--- config.mk ---
export PLATFORM = sky130hd
export DESIGN_NAME = framed_link_receiver_destuff
export DESIGN_NICKNAME = d
export VERILOG_FILES = /design/src/rtl/flrd_pkg.sv /design/src/rtl/framed_link_receiver_destuff.sv /design/src/rtl/flrd_front.sv /design/src/rtl/flrd_cmd_q.sv /design/src/rtl/flrd_back.sv
export SDC_FILE = /design/constraint.sdc
export NUM_CORES = 1
export LEC_CHECK = 0
export ABC_AREA = 1
export BUFFER_PORTS_ARGS = -buffer_cell sky130_fd_sc_hd__clkbuf_2
export CORE_ASPECT_RATIO = 1.5
export CORE_UTILIZATION = 44
export CTS_CLUSTER_DIAMETER = 50
export DETAILED_ROUTE_END_ITERATION = 8
export GPL_ROUTABILITY_DRIVEN = 0
export PLACE_DENSITY = 0.61
export SLEW_MARGIN = 10
export SYNTH_ARGS = -nofsm -noshare
export SYNTH_HDL_FRONTEND = slang
export SYNTH_HIERARCHICAL = 1
export SYNTH_SLANG_ARGS = --single-unit
--- constraint.sdc ---
create_clock -name clk_i -period 5 [get_ports clk_i]
set_input_delay 0.75 -clock clk_i [delete_from_list [all_inputs] [get_ports clk_i]]
set_output_delay 0.75 -clock clk_i [all_outputs]
set_load 0.05 [all_outputs]
--- src/rtl/flrd_pkg.sv ---
`timescale 1ns / 1ps
package flrd_pkg;

  localparam int MAX_FRAME_BYTES = 4096;
  localparam int IDX_W = 12;
  localparam int CNT_W = $clog2(MAX_FRAME_BYTES + 1);

  localparam logic [7:0] FLAG_BYTE = 8'h7E;
  localparam logic [7:0] ADDR_BYTE = 8'h03;
  localparam logic [7:0] ESC_BYTE  = 8'h7D;
  localparam logic [7:0] ESC_FLAG  = 8'h5E;
  localparam logic [7:0] ESC_ESC   = 8'h5D;

  localparam logic [1:0] KIND_PAYLOAD = 2'd0;
  localparam logic [1:0] KIND_HEADER  = 2'd1;
  localparam logic [1:0] KIND_CLOSE   = 2'd2;

  // Command queue between parser and result generator.
  localparam int CQ_DEPTH = 4;
  localparam int CQ_PTR_W = $clog2(CQ_DEPTH);
  localparam int CQ_CNT_W = $clog2(CQ_DEPTH + 1);

  typedef enum logic [1:0] {
    CMD_PAY,
    CMD_HDR,
    CMD_CLOSE,
    CMD_BADESC
  } cmd_op_e;

  typedef struct packed {
    cmd_op_e    op;
    logic [7:0] data;
  } cmd_t;

  typedef struct packed {
    logic [1:0]       kind;
    logic [7:0]       data;
    logic [IDX_W-1:0] idx;
    logic             ovf;
    logic             bad;
    logic             last;
  } res_t;

endpackage

--- src/rtl/framed_link_receiver_destuff.sv ---
`timescale 1ns / 1ps
// An accepted byte is registered first in the command queue and then in the
// two-entry output queue, whose head drives the result ports.
// Throughput: one byte per cycle while full is low; an unknown escape yields two
// beats in the result generator, and the four-entry command queue absorbs that.
// Reset clears the parser to waiting for a flag, the payload position, both
// queues and expected_seq (to 0).
module framed_link_receiver_destuff (
  input  logic                       clk_i,
  input  logic                       rst_ni,
  input  logic                       cfg_we_i,
  input  logic                       cfg_wdata_i,
  input  logic                       push,
  output logic                       full,
  input  logic [7:0]                 rx_byte_i,
  output logic                       empty,
  input  logic                       pop,
  output logic [1:0]                 kind_o,
  output logic [7:0]                 data_byte_o,
  output logic [flrd_pkg::IDX_W-1:0] byte_index_o,
  output logic                       overflow_o,
  output logic                       bad_escape_o,
  output logic                       last_o
);
  import flrd_pkg::*;

  logic expected_seq_q;
  logic accept;
  logic cmd_valid, cmd_empty, cmd_pop;
  cmd_t cmd_in, cmd_head;
  res_t res;

  always_ff @(posedge clk_i or negedge rst_ni) begin
    if (!rst_ni) begin
      expected_seq_q <= 1'b0;
    end else if (cfg_we_i) begin
      expected_seq_q <= cfg_wdata_i;
    end
  end

  assign accept = push && !full;

  flrd_front u_front (
    .clk_i          (clk_i),
    .rst_ni         (rst_ni),
    .accept_i       (accept),
    .rx_byte_i      (rx_byte_i),
    .expected_seq_i (expected_seq_q),
    .cmd_valid_o    (cmd_valid),
    .cmd_o          (cmd_in)
  );

  flrd_cmd_q u_cmd_q (
    .clk_i   (clk_i),
    .rst_ni  (rst_ni),
    .push_i  (cmd_valid),
    .cmd_i   (cmd_in),
    .full_o  (full),
    .pop_i   (cmd_pop),
    .empty_o (cmd_empty),
    .cmd_o   (cmd_head)
  );

  flrd_back u_back (
    .clk_i       (clk_i),
    .rst_ni      (rst_ni),
    .cmd_empty_i (cmd_empty),
    .cmd_i       (cmd_head),
    .cmd_pop_o   (cmd_pop),
    .pop_i       (pop),
    .empty_o     (empty),
    .res_o       (res)
  );

  assign kind_o       = res.kind;
  assign data_byte_o  = res.data;
  assign byte_index_o = res.idx;
  assign overflow_o   = res.ovf;
  assign bad_escape_o = res.bad;
  assign last_o       = res.last;

  a_kind_known: assert property (@(posedge clk_i) disable iff (!rst_ni)
    !empty |-> (kind_o == KIND_PAYLOAD || kind_o == KIND_HEADER || kind_o == KIND_CLOSE))
    else $error("undefined result kind");

  a_ctrl_clean: assert property (@(posedge clk_i) disable iff (!rst_ni)
    (!empty && kind_o != KIND_PAYLOAD) |->
      (data_byte_o == 8'd0 && byte_index_o == '0 && !overflow_o && !bad_escape_o && last_o))
    else $error("header or close beat carries payload fields");

  a_ovf_sat: assert property (@(posedge clk_i) disable iff (!rst_ni)
    (!empty && overflow_o) |-> byte_index_o == IDX_W'(MAX_FRAME_BYTES - 1))
    else $error("overflow without saturated index");

  a_bad_first: assert property (@(posedge clk_i) disable iff (!rst_ni)
    (!empty && !last_o) |-> (bad_escape_o && data_byte_o == ESC_BYTE))
    else $error("non-final beat is not the escape byte of a bad escape");

endmodule

--- src/rtl/flrd_front.sv ---
`timescale 1ns / 1ps
module flrd_front (
  input  logic              clk_i,
  input  logic              rst_ni,
  input  logic              accept_i,
  input  logic [7:0]        rx_byte_i,
  input  logic              expected_seq_i,
  output logic              cmd_valid_o,
  output flrd_pkg::cmd_t    cmd_o
);
  import flrd_pkg::*;

  localparam logic [2:0] ST_IDLE = 3'd0;
  localparam logic [2:0] ST_FLAG = 3'd1;
  localparam logic [2:0] ST_ADDR = 3'd2;
  localparam logic [2:0] ST_CTRL = 3'd3;
  localparam logic [2:0] ST_DATA = 3'd4;
  localparam logic [2:0] ST_ESC  = 3'd5;

  logic [2:0] state_q, state_d;
  logic [7:0] ctrl_byte, hcs_byte;

  assign ctrl_byte = {1'b0, expected_seq_i, 6'd0};
  assign hcs_byte  = ADDR_BYTE ^ ctrl_byte;

  always_comb begin
    state_d     = state_q;
    cmd_valid_o = 1'b0;
    cmd_o.op    = CMD_PAY;
    cmd_o.data  = rx_byte_i;
    case (state_q)
      ST_FLAG: begin
        if (rx_byte_i == ADDR_BYTE) begin
          state_d = ST_ADDR;
        end else if (rx_byte_i != FLAG_BYTE) begin
          state_d = ST_IDLE;
        end
      end
      ST_ADDR: begin
        if (rx_byte_i == ctrl_byte) begin
          state_d = ST_CTRL;
        end else if (rx_byte_i == FLAG_BYTE) begin
          state_d = ST_FLAG;
        end else begin
          state_d = ST_IDLE;
        end
      end
      ST_CTRL: begin
        if (rx_byte_i == hcs_byte) begin
          state_d     = ST_DATA;
          cmd_valid_o = 1'b1;
          cmd_o.op    = CMD_HDR;
        end else if (rx_byte_i == FLAG_BYTE) begin
          state_d = ST_FLAG;
        end else begin
          state_d = ST_IDLE;
        end
      end
      ST_DATA: begin
        if (rx_byte_i == ESC_BYTE) begin
          state_d = ST_ESC;
        end else if (rx_byte_i == FLAG_BYTE) begin
          state_d     = ST_IDLE;
          cmd_valid_o = 1'b1;
          cmd_o.op    = CMD_CLOSE;
        end else begin
          cmd_valid_o = 1'b1;
        end
      end
      ST_ESC: begin
        state_d     = ST_DATA;
        cmd_valid_o = 1'b1;
        if (rx_byte_i == ESC_FLAG) begin
          cmd_o.data = FLAG_BYTE;
        end else if (rx_byte_i == ESC_ESC) begin
          cmd_o.data = ESC_BYTE;
        end else begin
          cmd_o.op = CMD_BADESC;
        end
      end
      default: begin
        state_d = (rx_byte_i == FLAG_BYTE) ? ST_FLAG : ST_IDLE;
      end
    endcase
    if (!accept_i) begin
      state_d     = state_q;
      cmd_valid_o = 1'b0;
    end
  end

  always_ff @(posedge clk_i or negedge rst_ni) begin
    if (!rst_ni) begin
      state_q <= ST_IDLE;
    end else begin
      state_q <= state_d;
    end
  end

endmodule

--- src/rtl/flrd_cmd_q.sv ---
`timescale 1ns / 1ps
module flrd_cmd_q (
  input  logic           clk_i,
  input  logic           rst_ni,
  input  logic           push_i,
  input  flrd_pkg::cmd_t cmd_i,
  output logic           full_o,
  input  logic           pop_i,
  output logic           empty_o,
  output flrd_pkg::cmd_t cmd_o
);
  import flrd_pkg::*;

  cmd_t                slot_q [CQ_DEPTH];
  logic [CQ_PTR_W-1:0] wr_ptr_q, rd_ptr_q;
  logic [CQ_CNT_W-1:0] cnt_q, cnt_d;
  logic                do_push, do_pop;

  assign full_o  = (cnt_q == CQ_CNT_W'(CQ_DEPTH));
  assign empty_o = (cnt_q == '0);
  assign cmd_o   = slot_q[rd_ptr_q];
  assign do_push = push_i && !full_o;
  assign do_pop  = pop_i && !empty_o;

  always_comb begin
    cnt_d = cnt_q;
    if (do_push && !do_pop) begin
      cnt_d = cnt_q + 1'b1;
    end else if (do_pop && !do_push) begin
      cnt_d = cnt_q - 1'b1;
    end
  end

  always_ff @(posedge clk_i) begin
    if (do_push) begin
      slot_q[wr_ptr_q] <= cmd_i;
    end
  end

  always_ff @(posedge clk_i or negedge rst_ni) begin
    if (!rst_ni) begin
      wr_ptr_q <= '0;
      rd_ptr_q <= '0;
      cnt_q    <= '0;
    end else begin
      cnt_q <= cnt_d;
      if (do_push) begin
        wr_ptr_q <= wr_ptr_q + 1'b1;
      end
      if (do_pop) begin
        rd_ptr_q <= rd_ptr_q + 1'b1;
      end
    end
  end

endmodule

--- src/rtl/flrd_back.sv ---
`timescale 1ns / 1ps
module flrd_back (
  input  logic           clk_i,
  input  logic           rst_ni,
  input  logic           cmd_empty_i,
  input  flrd_pkg::cmd_t cmd_i,
  output logic           cmd_pop_o,
  input  logic           pop_i,
  output logic           empty_o,
  output flrd_pkg::res_t res_o
);
  import flrd_pkg::*;

  res_t             oq_q [2];
  logic             oq_wr_q, oq_rd_q;
  logic [1:0]       oq_cnt_q, oq_cnt_d;
  logic             oq_pop, oq_push, can_push;
  logic [CNT_W-1:0] cnt_q, cnt_d;
  logic             second_q, second_d;
  res_t             res;
  res_t             pay;

  assign empty_o  = (oq_cnt_q == 2'd0);
  assign res_o    = oq_q[oq_rd_q];
  assign oq_pop   = pop_i && !empty_o;
  assign can_push = (oq_cnt_q != 2'd2) || oq_pop;
  assign oq_push  = !cmd_empty_i && can_push;

  // Payload result at the current position; the position saturates at capacity.
  always_comb begin
    pay.kind = KIND_PAYLOAD;
    pay.data = cmd_i.data;
    pay.bad  = 1'b0;
    pay.last = 1'b1;
    if (cnt_q >= CNT_W'(MAX_FRAME_BYTES)) begin
      pay.idx = IDX_W'(MAX_FRAME_BYTES - 1);
      pay.ovf = 1'b1;
    end else begin
      pay.idx = IDX_W'(cnt_q);
      pay.ovf = 1'b0;
    end
  end

  always_comb begin
    res       = '0;
    res.last  = 1'b1;
    cnt_d     = cnt_q;
    second_d  = second_q;
    cmd_pop_o = 1'b0;
    if (oq_push) begin
      case (cmd_i.op)
        CMD_PAY: begin
          res       = pay;
          cmd_pop_o = 1'b1;
        end
        CMD_HDR: begin
          res.kind  = KIND_HEADER;
          cnt_d     = '0;
          cmd_pop_o = 1'b1;
        end
        CMD_CLOSE: begin
          res.kind  = KIND_CLOSE;
          cmd_pop_o = 1'b1;
        end
        CMD_BADESC: begin
          // Two beats: the escape byte first, then the unknown byte.
          res     = pay;
          res.bad = 1'b1;
          if (!second_q) begin
            res.data = ESC_BYTE;
            res.last = 1'b0;
            second_d = 1'b1;
          end else begin
            second_d  = 1'b0;
            cmd_pop_o = 1'b1;
          end
        end
        default: begin
          cmd_pop_o = 1'b1;
        end
      endcase
      if (res.kind == KIND_PAYLOAD && cnt_q < CNT_W'(MAX_FRAME_BYTES)) begin
        cnt_d = cnt_q + 1'b1;
      end
    end
  end

  always_comb begin
    oq_cnt_d = oq_cnt_q;
    if (oq_push && !oq_pop) begin
      oq_cnt_d = oq_cnt_q + 1'b1;
    end else if (oq_pop && !oq_push) begin
      oq_cnt_d = oq_cnt_q - 1'b1;
    end
  end

  always_ff @(posedge clk_i) begin
    if (oq_push) begin
      oq_q[oq_wr_q] <= res;
    end
  end

  always_ff @(posedge clk_i or negedge rst_ni) begin
    if (!rst_ni) begin
      oq_wr_q  <= 1'b0;
      oq_rd_q  <= 1'b0;
      oq_cnt_q <= 2'd0;
      cnt_q    <= '0;
      second_q <= 1'b0;
    end else begin
      oq_cnt_q <= oq_cnt_d;
      cnt_q    <= cnt_d;
      second_q <= second_d;
      if (oq_push) begin
        oq_wr_q <= ~oq_wr_q;
      end
      if (oq_pop) begin
        oq_rd_q <= ~oq_rd_q;
      end
    end
  end

endmodule
# Word level (Yosys, flattened, before mapping)
# Memories as Yosys holds them, arrays and structs flattened.
# Index checks and enable logic that the tools add are counted.
[op_classes]
addsub = 7
magnitude_cmp = 2
eq_ne = 20
muxes = 41
n_bitwise = 2
reduce_logical = 30
[op_table]
columns = ["operator", "count"]
rows = [
  ["23-bit one-hot mux with 2 select lines", 1],
  ["13-bit two-way mux", 3],
  ["8-bit by 7-bit == test with 1-bit output (second input constant)", 4],
  ["8-bit two-way mux", 4],
  ["25-bit two-way mux", 1],
  ["3-bit two-way mux", 8],
  ["8-bit by 7-bit == test with 1-bit output", 2],
  ["3-bit one-hot mux with 5 select lines", 1],
  ["2-bit two-way mux", 7],
  ["13-bit by 1-bit adder with 13-bit output (second input constant)", 1],
  ["13-bit greater-or-equal comparator (second input constant)", 1],
  ["13-bit < comparator (second input constant)", 1],
  ["1-bit two-way mux", 12],
  ["2-bit one-hot mux with 3 select lines", 2],
  ["1-bit logical AND", 10],
  ["3-bit == test (second input constant)", 3],
  ["8-bit by 2-bit == test with 1-bit output (second input constant)", 1],
  ["8-bit by 7-bit inequality test with 1-bit output (second input constant)", 1],
  ["1-bit zero test", 7],
  ["2-bit by 1-bit adder with 2-bit output (second input constant)", 3],
  ["3-bit by 2-bit == test with 1-bit output (second input constant)", 2],
  ["2-bit zero test", 3],
  ["3-bit by 1-bit inequality test with 1-bit output (second input constant)", 2],
  ["2-bit nonzero test", 3],
  ["other kinds (16)", 19],
]
[word_totals]
regBits = 29
ram_bits = 90
inputBits = 14
out_inout_bits = 27
elab_cells = 114
memories = 2
[memory_table]
columns = ["name", "depth", "word_bits", "rd", "rd_ports_with_merged_regs", "wr", "line", "text"]
rows = [
  ["u_back.oq_q", 2, 25, 1, 0, 1, "flrd_back.sv:14", "res_t oq_q [2];"],
  ["u_cmd_q.slot_q", 4, 10, 1, 0, 1, "flrd_cmd_q.sv:14", "cmd_t slot_q [CQ_DEPTH];"],
]

# Logic depth before layout (Yosys ltp)
[logic_depth]
word_depth = 10
depth_mapped = 18
ltp_nobuf = 17

# Cells and area by module
# The synthesis kept the hierarchy.
[modules_own_cells]
columns = ["mod", "instances", "cells_each", "area_each_um2", "seq_area_each_um2"]
rows = [
  ["flrd_back", 1, 326, 3169.3, 1951.9],
  ["flrd_cmd_q", 1, 178, 2088.3, 1376.3],
  ["flrd_front", 1, 87, 466.7, 75.1],
  ["framed_link_receiver_destuff", 1, 7, 47.5, 25.0],
]

# Least setup slack after synthesis
# OpenSTA, ideal clock, no wires.
[synth_path]
kind = "input port to flip-flop"
startpoint = "input rx_byte_i[7]"
endpoint = "register u_cmd_q.cnt_q[2]"
setup_time_ps = 117
arrival_ps = 2468
required_time_ps = 4883
slack_ps = 2415
stages = 14
n_path_buf = 0
cell_sequence = "inv_1 > nand3_1 > nor2_1 > nand3_1 > a21boi_0 > nand2_1 > inv_1 > ha_1 > inv_1 > fa_1 > nand2_1 > nand3_1 > nand2_1 > nand2_1"
[synth_between]
elab_chain_cells = 8
word_cells_on_any_way = 12
cone_classes = "2 x eq/ne; 5 x mux; 5 x reduce/logical"
[synth_rtl]
columns = ["item", "line", "text"]
rows = [
  ["start, declared", "framed_link_receiver_destuff.sv:15", "input logic [7:0] rx_byte_i,"],
  ["8-bit by 7-bit == test with 1-bit output (on tied branches)", "flrd_front.sv:60, flrd_front.sv:49", ""],
  ["1-bit two-way mux (on tied branches)", "flrd_front.sv:60, flrd_front.sv:49", ""],
  ["1-bit one-hot mux with 3 select lines (*)", "flrd_front.sv:31", "case (state_q)"],
  ["1-bit two-way mux (*)", "flrd_front.sv:85", "if (!accept_i) begin"],
  ["named net cmd_valid", "framed_link_receiver_destuff.sv:29", "logic cmd_valid, cmd_empty, cmd_pop;"],
  ["1-bit logical AND (*)", "flrd_cmd_q.sv:22", "assign do_push = push_i && !full_o;"],
  ["named net u_cmd_q.do_push", "flrd_cmd_q.sv:17", "logic do_push, do_pop;"],
  ["1-bit zero test", "flrd_cmd_q.sv:29", "end else if (do_pop && !do_push) begin"],
  ["1-bit logical AND", "flrd_cmd_q.sv:29", ""],
  ["2-bit nonzero test (no source line)", "--", ""],
  ["end signal, assigned", "flrd_cmd_q.sv:46", "cnt_q <= cnt_d;"],
  ["end, declared", "flrd_cmd_q.sv:16", "logic [CQ_CNT_W-1:0] cnt_q, cnt_d;"],
]
# Mark *: on every way through the listed nets, which the timed path passes. The rest lies on a longest branch.
# A chain may end at the register's enable or synchronous reset.

# Worst setup path after layout
[layout_path]
startpoint = "register u_back.oq_rd_q"
endpoint = "output byte_index_o[8] in the netlist's numbering"
[layout_between]
elab_chain_cells = 1
[layout_rtl]
columns = ["item", "line", "text"]
rows = [
  ["start, declared", "flrd_back.sv:15", "logic oq_wr_q, oq_rd_q;"],
  ["start signal, assigned", "flrd_back.sv:118", "oq_rd_q <= ~oq_rd_q;"],
  ["memory 2 x 25 bit", "--", ""],
  ["end, declared", "framed_link_receiver_destuff.sv:20", "output logic [flrd_pkg::IDX_W-1:0] byte_index_o,"],
]
# Every way passes these cells.

==> summary.md <==
| Metric | Value |
|---|---|
| Outcome | `finished, final reports clean` |
| Vias | `~4000` |
| Initial antenna violation count | `0` |
| Power Dens Cells | `714 nW/um^2` |
| CTS tree | `done` |
| Insertion delay to the later sink of the worst-skew pair | `approximately 0.4 ns` |
| Comb pwr share | `0.410` |
| Mapped Nets | `about 630` |
| Netlist cell types | `38` |
| Layout cells sized above 1 | `0.169` |
| Final hold viol count | `0` |
| Clock power share | `0.254` |
| Syn Area/Cell | `9.65 um^2` |
| Fmax | `285 MHz` |
| Initial Utilization | `0.457` |
| Peak supply drop | `0.276 mV` |
| CTS buffer count | `17` |
| Worst Setup Slack, final | `1.49 ns` |
| Setup TNS | `0 ns` |
| Synth Cell Area | `5770 um^2` |
| P_leak | `0.00294 uW` |
| Longest Clk Path Bufs | `2` |
| H-tree Lvls | `4` |
| Max_cap viols | `0` |
| Clock-pin transition on the worst setup and hold timing paths | `0.05 ns` |
| Critical path class | `flip-flop to output port` |
| Seq/Total Area, Yosys | `0.594` |
| Final worst-path cycle share | `0.702` |
| Number of global-route vias before repair | `around 3900` |
| CTS Hold Bufs | `0` |
| Avg WL per Cell | `13.2 um` |
| Worst setup SP type | `flip-flop` |
| Cells after synthesis | `598` |
| Final wirelength | `10600 um` |
| Crit path DAT | `about 2.8 ns` |
| Via/cell ratio | `4.92` |
| Flop pwr share | `0.336` |
| Pint | `2720 uW` |
| Final HPWL DP | `7770 um` |
| DRC | `0` |
| Layout area overhead | `15.0%` |
| Largest net degree at the start of global routing | `43` |
| Die Span X | `between 90 and 100 um` |
| Worst min-delay path class | `input pin to async pin` |
| CP Capture Type | `output port` |
| Crit path max fanout | `26` |
| Final setup fails | `0` |
| Core area | `12600 um^2` |
| Total die area | `13600 um^2` |
| Setup Skew | `0.00624 ns` |
| Unrepaired setup endpoints after global routing | `false` |
| Post-DRT Antenna Nets | `0` |
| Sink Count | `119` |
| Max Transition Viols Final | `0` |
| Iteration-0 DRC Markers | `149` |
| Die Y | `between 100 and 150 um` |
| Number of diodes | `0` |
| IO buf count | `40` |
| Quantity of gates resized following cts | `0` |
| CTS root buf | `clkbuf_16` |
| Num ports | `41` |
| # fillers | `1176` |
| Switch Pwr | `2020 uW` |
| Slew @ Worst Pin | `approximately 0.86 ns` |
| Std cell rows | `50` |
| All-layer global routing usage | `0.172` |
| Nets | `664` |
| Gr ovfl total | `0` |
| #FFs+latches synth | `~120` |
| First-pass detailed-route iteration total | `5` |
| Post-CTS Setup Bufs | `0` |
| Min Tclk post-route | `roughly 3.5 ns` |
| Reg2Reg Depth | `15` |
| Slew Limit Headroom | `0.425` |
| Pre-CTS WS | `1.71 ns` |
| First-pass GRT wire length | `approximately 18000 um` |
| WP data required | `4.25 ns` |
| Synth warn | `6` |
| Switching part of the total | `0.426` |
## path summary, 6_finish.rpt
path	slack, ns	from	end
max	1.49	u_back/oq_rd_q	byte_index_o[8]
min	0.44	rst_ni	u_front/state_q[2]
max reg2reg	1.76	u_cmd_q/rd_ptr_q[1]	u_cmd_q/cnt_q[2]
min reg2reg	0.50	expected_seq_q	expected_seq_q
max in group asynchronous	4.04	rst_ni	u_back/cnt_q[11]
min in group clk_i	0.50	expected_seq_q	expected_seq_q
## kinds of logic after synthesis
kind of cell / Yosys count / synth area share
buffers and inverters: 102 / 0.0772
DFF: 119 / 0.594
and+or+nand+nor: 310 / 0.233
AOI/OAI and AO/OA: 49 / 0.0585
adders and majority gates: 13 / 0.0295
xor gates and xnor gates: 5 / 0.00759
## routing by layer
metal / track usage / up-vias / wire length (um)
li1: - / 2026 / -
met1: 0.176 / 1858 / 4260
met2: 0.323 / 60 / 5840
met3: 0.0347 / 21 / 262
met4: 0.0856 / 0 / 239
met5: 0 / - / 0
## critical path, stage by stage, from the launching register on
cell	delay (ns)
dfrtp_1	0.88
clkinv_1	0.90
nand2_1	0.25
nand2_1	0.07
clkbuf_2	0.24
## synthesized netlist by cell type (all sizes together)
master | instances | area share
nand2 | 196 | 0.13
edfxtp | 90 | 0.47
inv | 77 | 0.050
nor2 | 65 | 0.051
nand3 | 30 | 0.029
dfrtp | 29 | 0.13
o211ai | 20 | 0.031
a21oi | 14 | 0.013
clkbuf | 13 | 0.012
o21ai | 13 | 0.011
ha | 12 | 0.026
nand4 | 10 | 0.011
buf | 9 | 0.012
nor3 | 3 | 0.0026
xnor2 | 3 | 0.0046
clkinv | 2 | 0.0015
nand3b | 2 | 0.0033
nor4b | 2 | 0.0030
xor2 | 2 | 0.0030
a21boi | 1 | 0.0013
dlygate4sd1 | 1 | 0.0015
fa | 1 | 0.0035
nor4 | 1 | 0.0011
o31ai | 1 | 0.0013
or2 | 1 | 0.0011
## power groups by stage
stage,clock [uW],combinational [uW],sequential (uW)
after global routing,1270,2150,1630
after CTS,1230,1970,1600
final,1200,1940,1590
after detailed placement,0,1960,1610
after floorplan,0,1640,1550
after global placement,0,1930,1600
## registers in the layout (all words and copies together) (netlist names)
name and flops:
u_back/oq_q 50, u_back/second_q 1, u_back/cnt_q 13, u_cmd_q/slot_q 40, expected_seq_q 1, u_back/oq_rd_q 1, u_front/state_q 3, u_back/oq_wr_q 1
u_cmd_q/cnt_q 3, u_back/oq_cnt_q 2, u_cmd_q/wr_ptr_q 2, u_cmd_q/rd_ptr_q 2
## through the flow
stage / total power (uW) / hold WS (ns) / util / std cells / cell area, um^2
6_report: 4740 / 0.440 / 0.525 / 806 / 6640
5_1_grt: 5050 / 0.489 / 0.525 / 806 / 6640
4_1_cts: 4790 / 0.464 / 0.525 / 806 / 6640
3_5_place_dp: 3580 / 0.505 / 0.479 / 774 / 6050
3_3_place_gp: 3540 / 0.490 / 0.479 / 774 / 6050
2_1_floorplan: 3190 / 0.454 / - / 598 / 5770
## layout make-up
type,instances,area [um^2],share of cell area
tap,156,195,0.0294
clock buffer,22,464,0.0699
sequential,119,3430,0.516
clock inverter,10,129,0.0194
timing repair buffer,43,223,0.0335
multi-input combinational,377,1900,0.287
inverter,79,298,0.0448
## cells in the final DEF (no fill, tap or decap)
master,count
nand2_4,1
nand2_2,5
clkbuf_16,17
o21ai_0,13
inv_2,4
nand3b_1,1
clkbuf_1,3
clkinv_4,1
clkbuf_8,2
dfrtp_1,29
clkinv_1,1
nor2_1,50
nand4_1,10
clkinv_2,7
o211ai_2,6
nor4_1,1
xnor2_1,3
edfxtp_1,90
a21oi_2,2
a21oi_1,12
nor2_2,11
or2_2,1
bufinv_16,3
nor2_4,4
o31ai_1,1
nor3_1,3
ha_1,12
nand3_1,28
buf_4,3
fa_1,1
clkbuf_2,40
nand3_2,1
nand3b_2,1
nor4b_1,2
nand3_4,1
a21boi_0,1
inv_1,73
o211ai_1,14
xor2_1,2
nand2_1,190
Note: power is estimated with default switching activity, not from simulation.
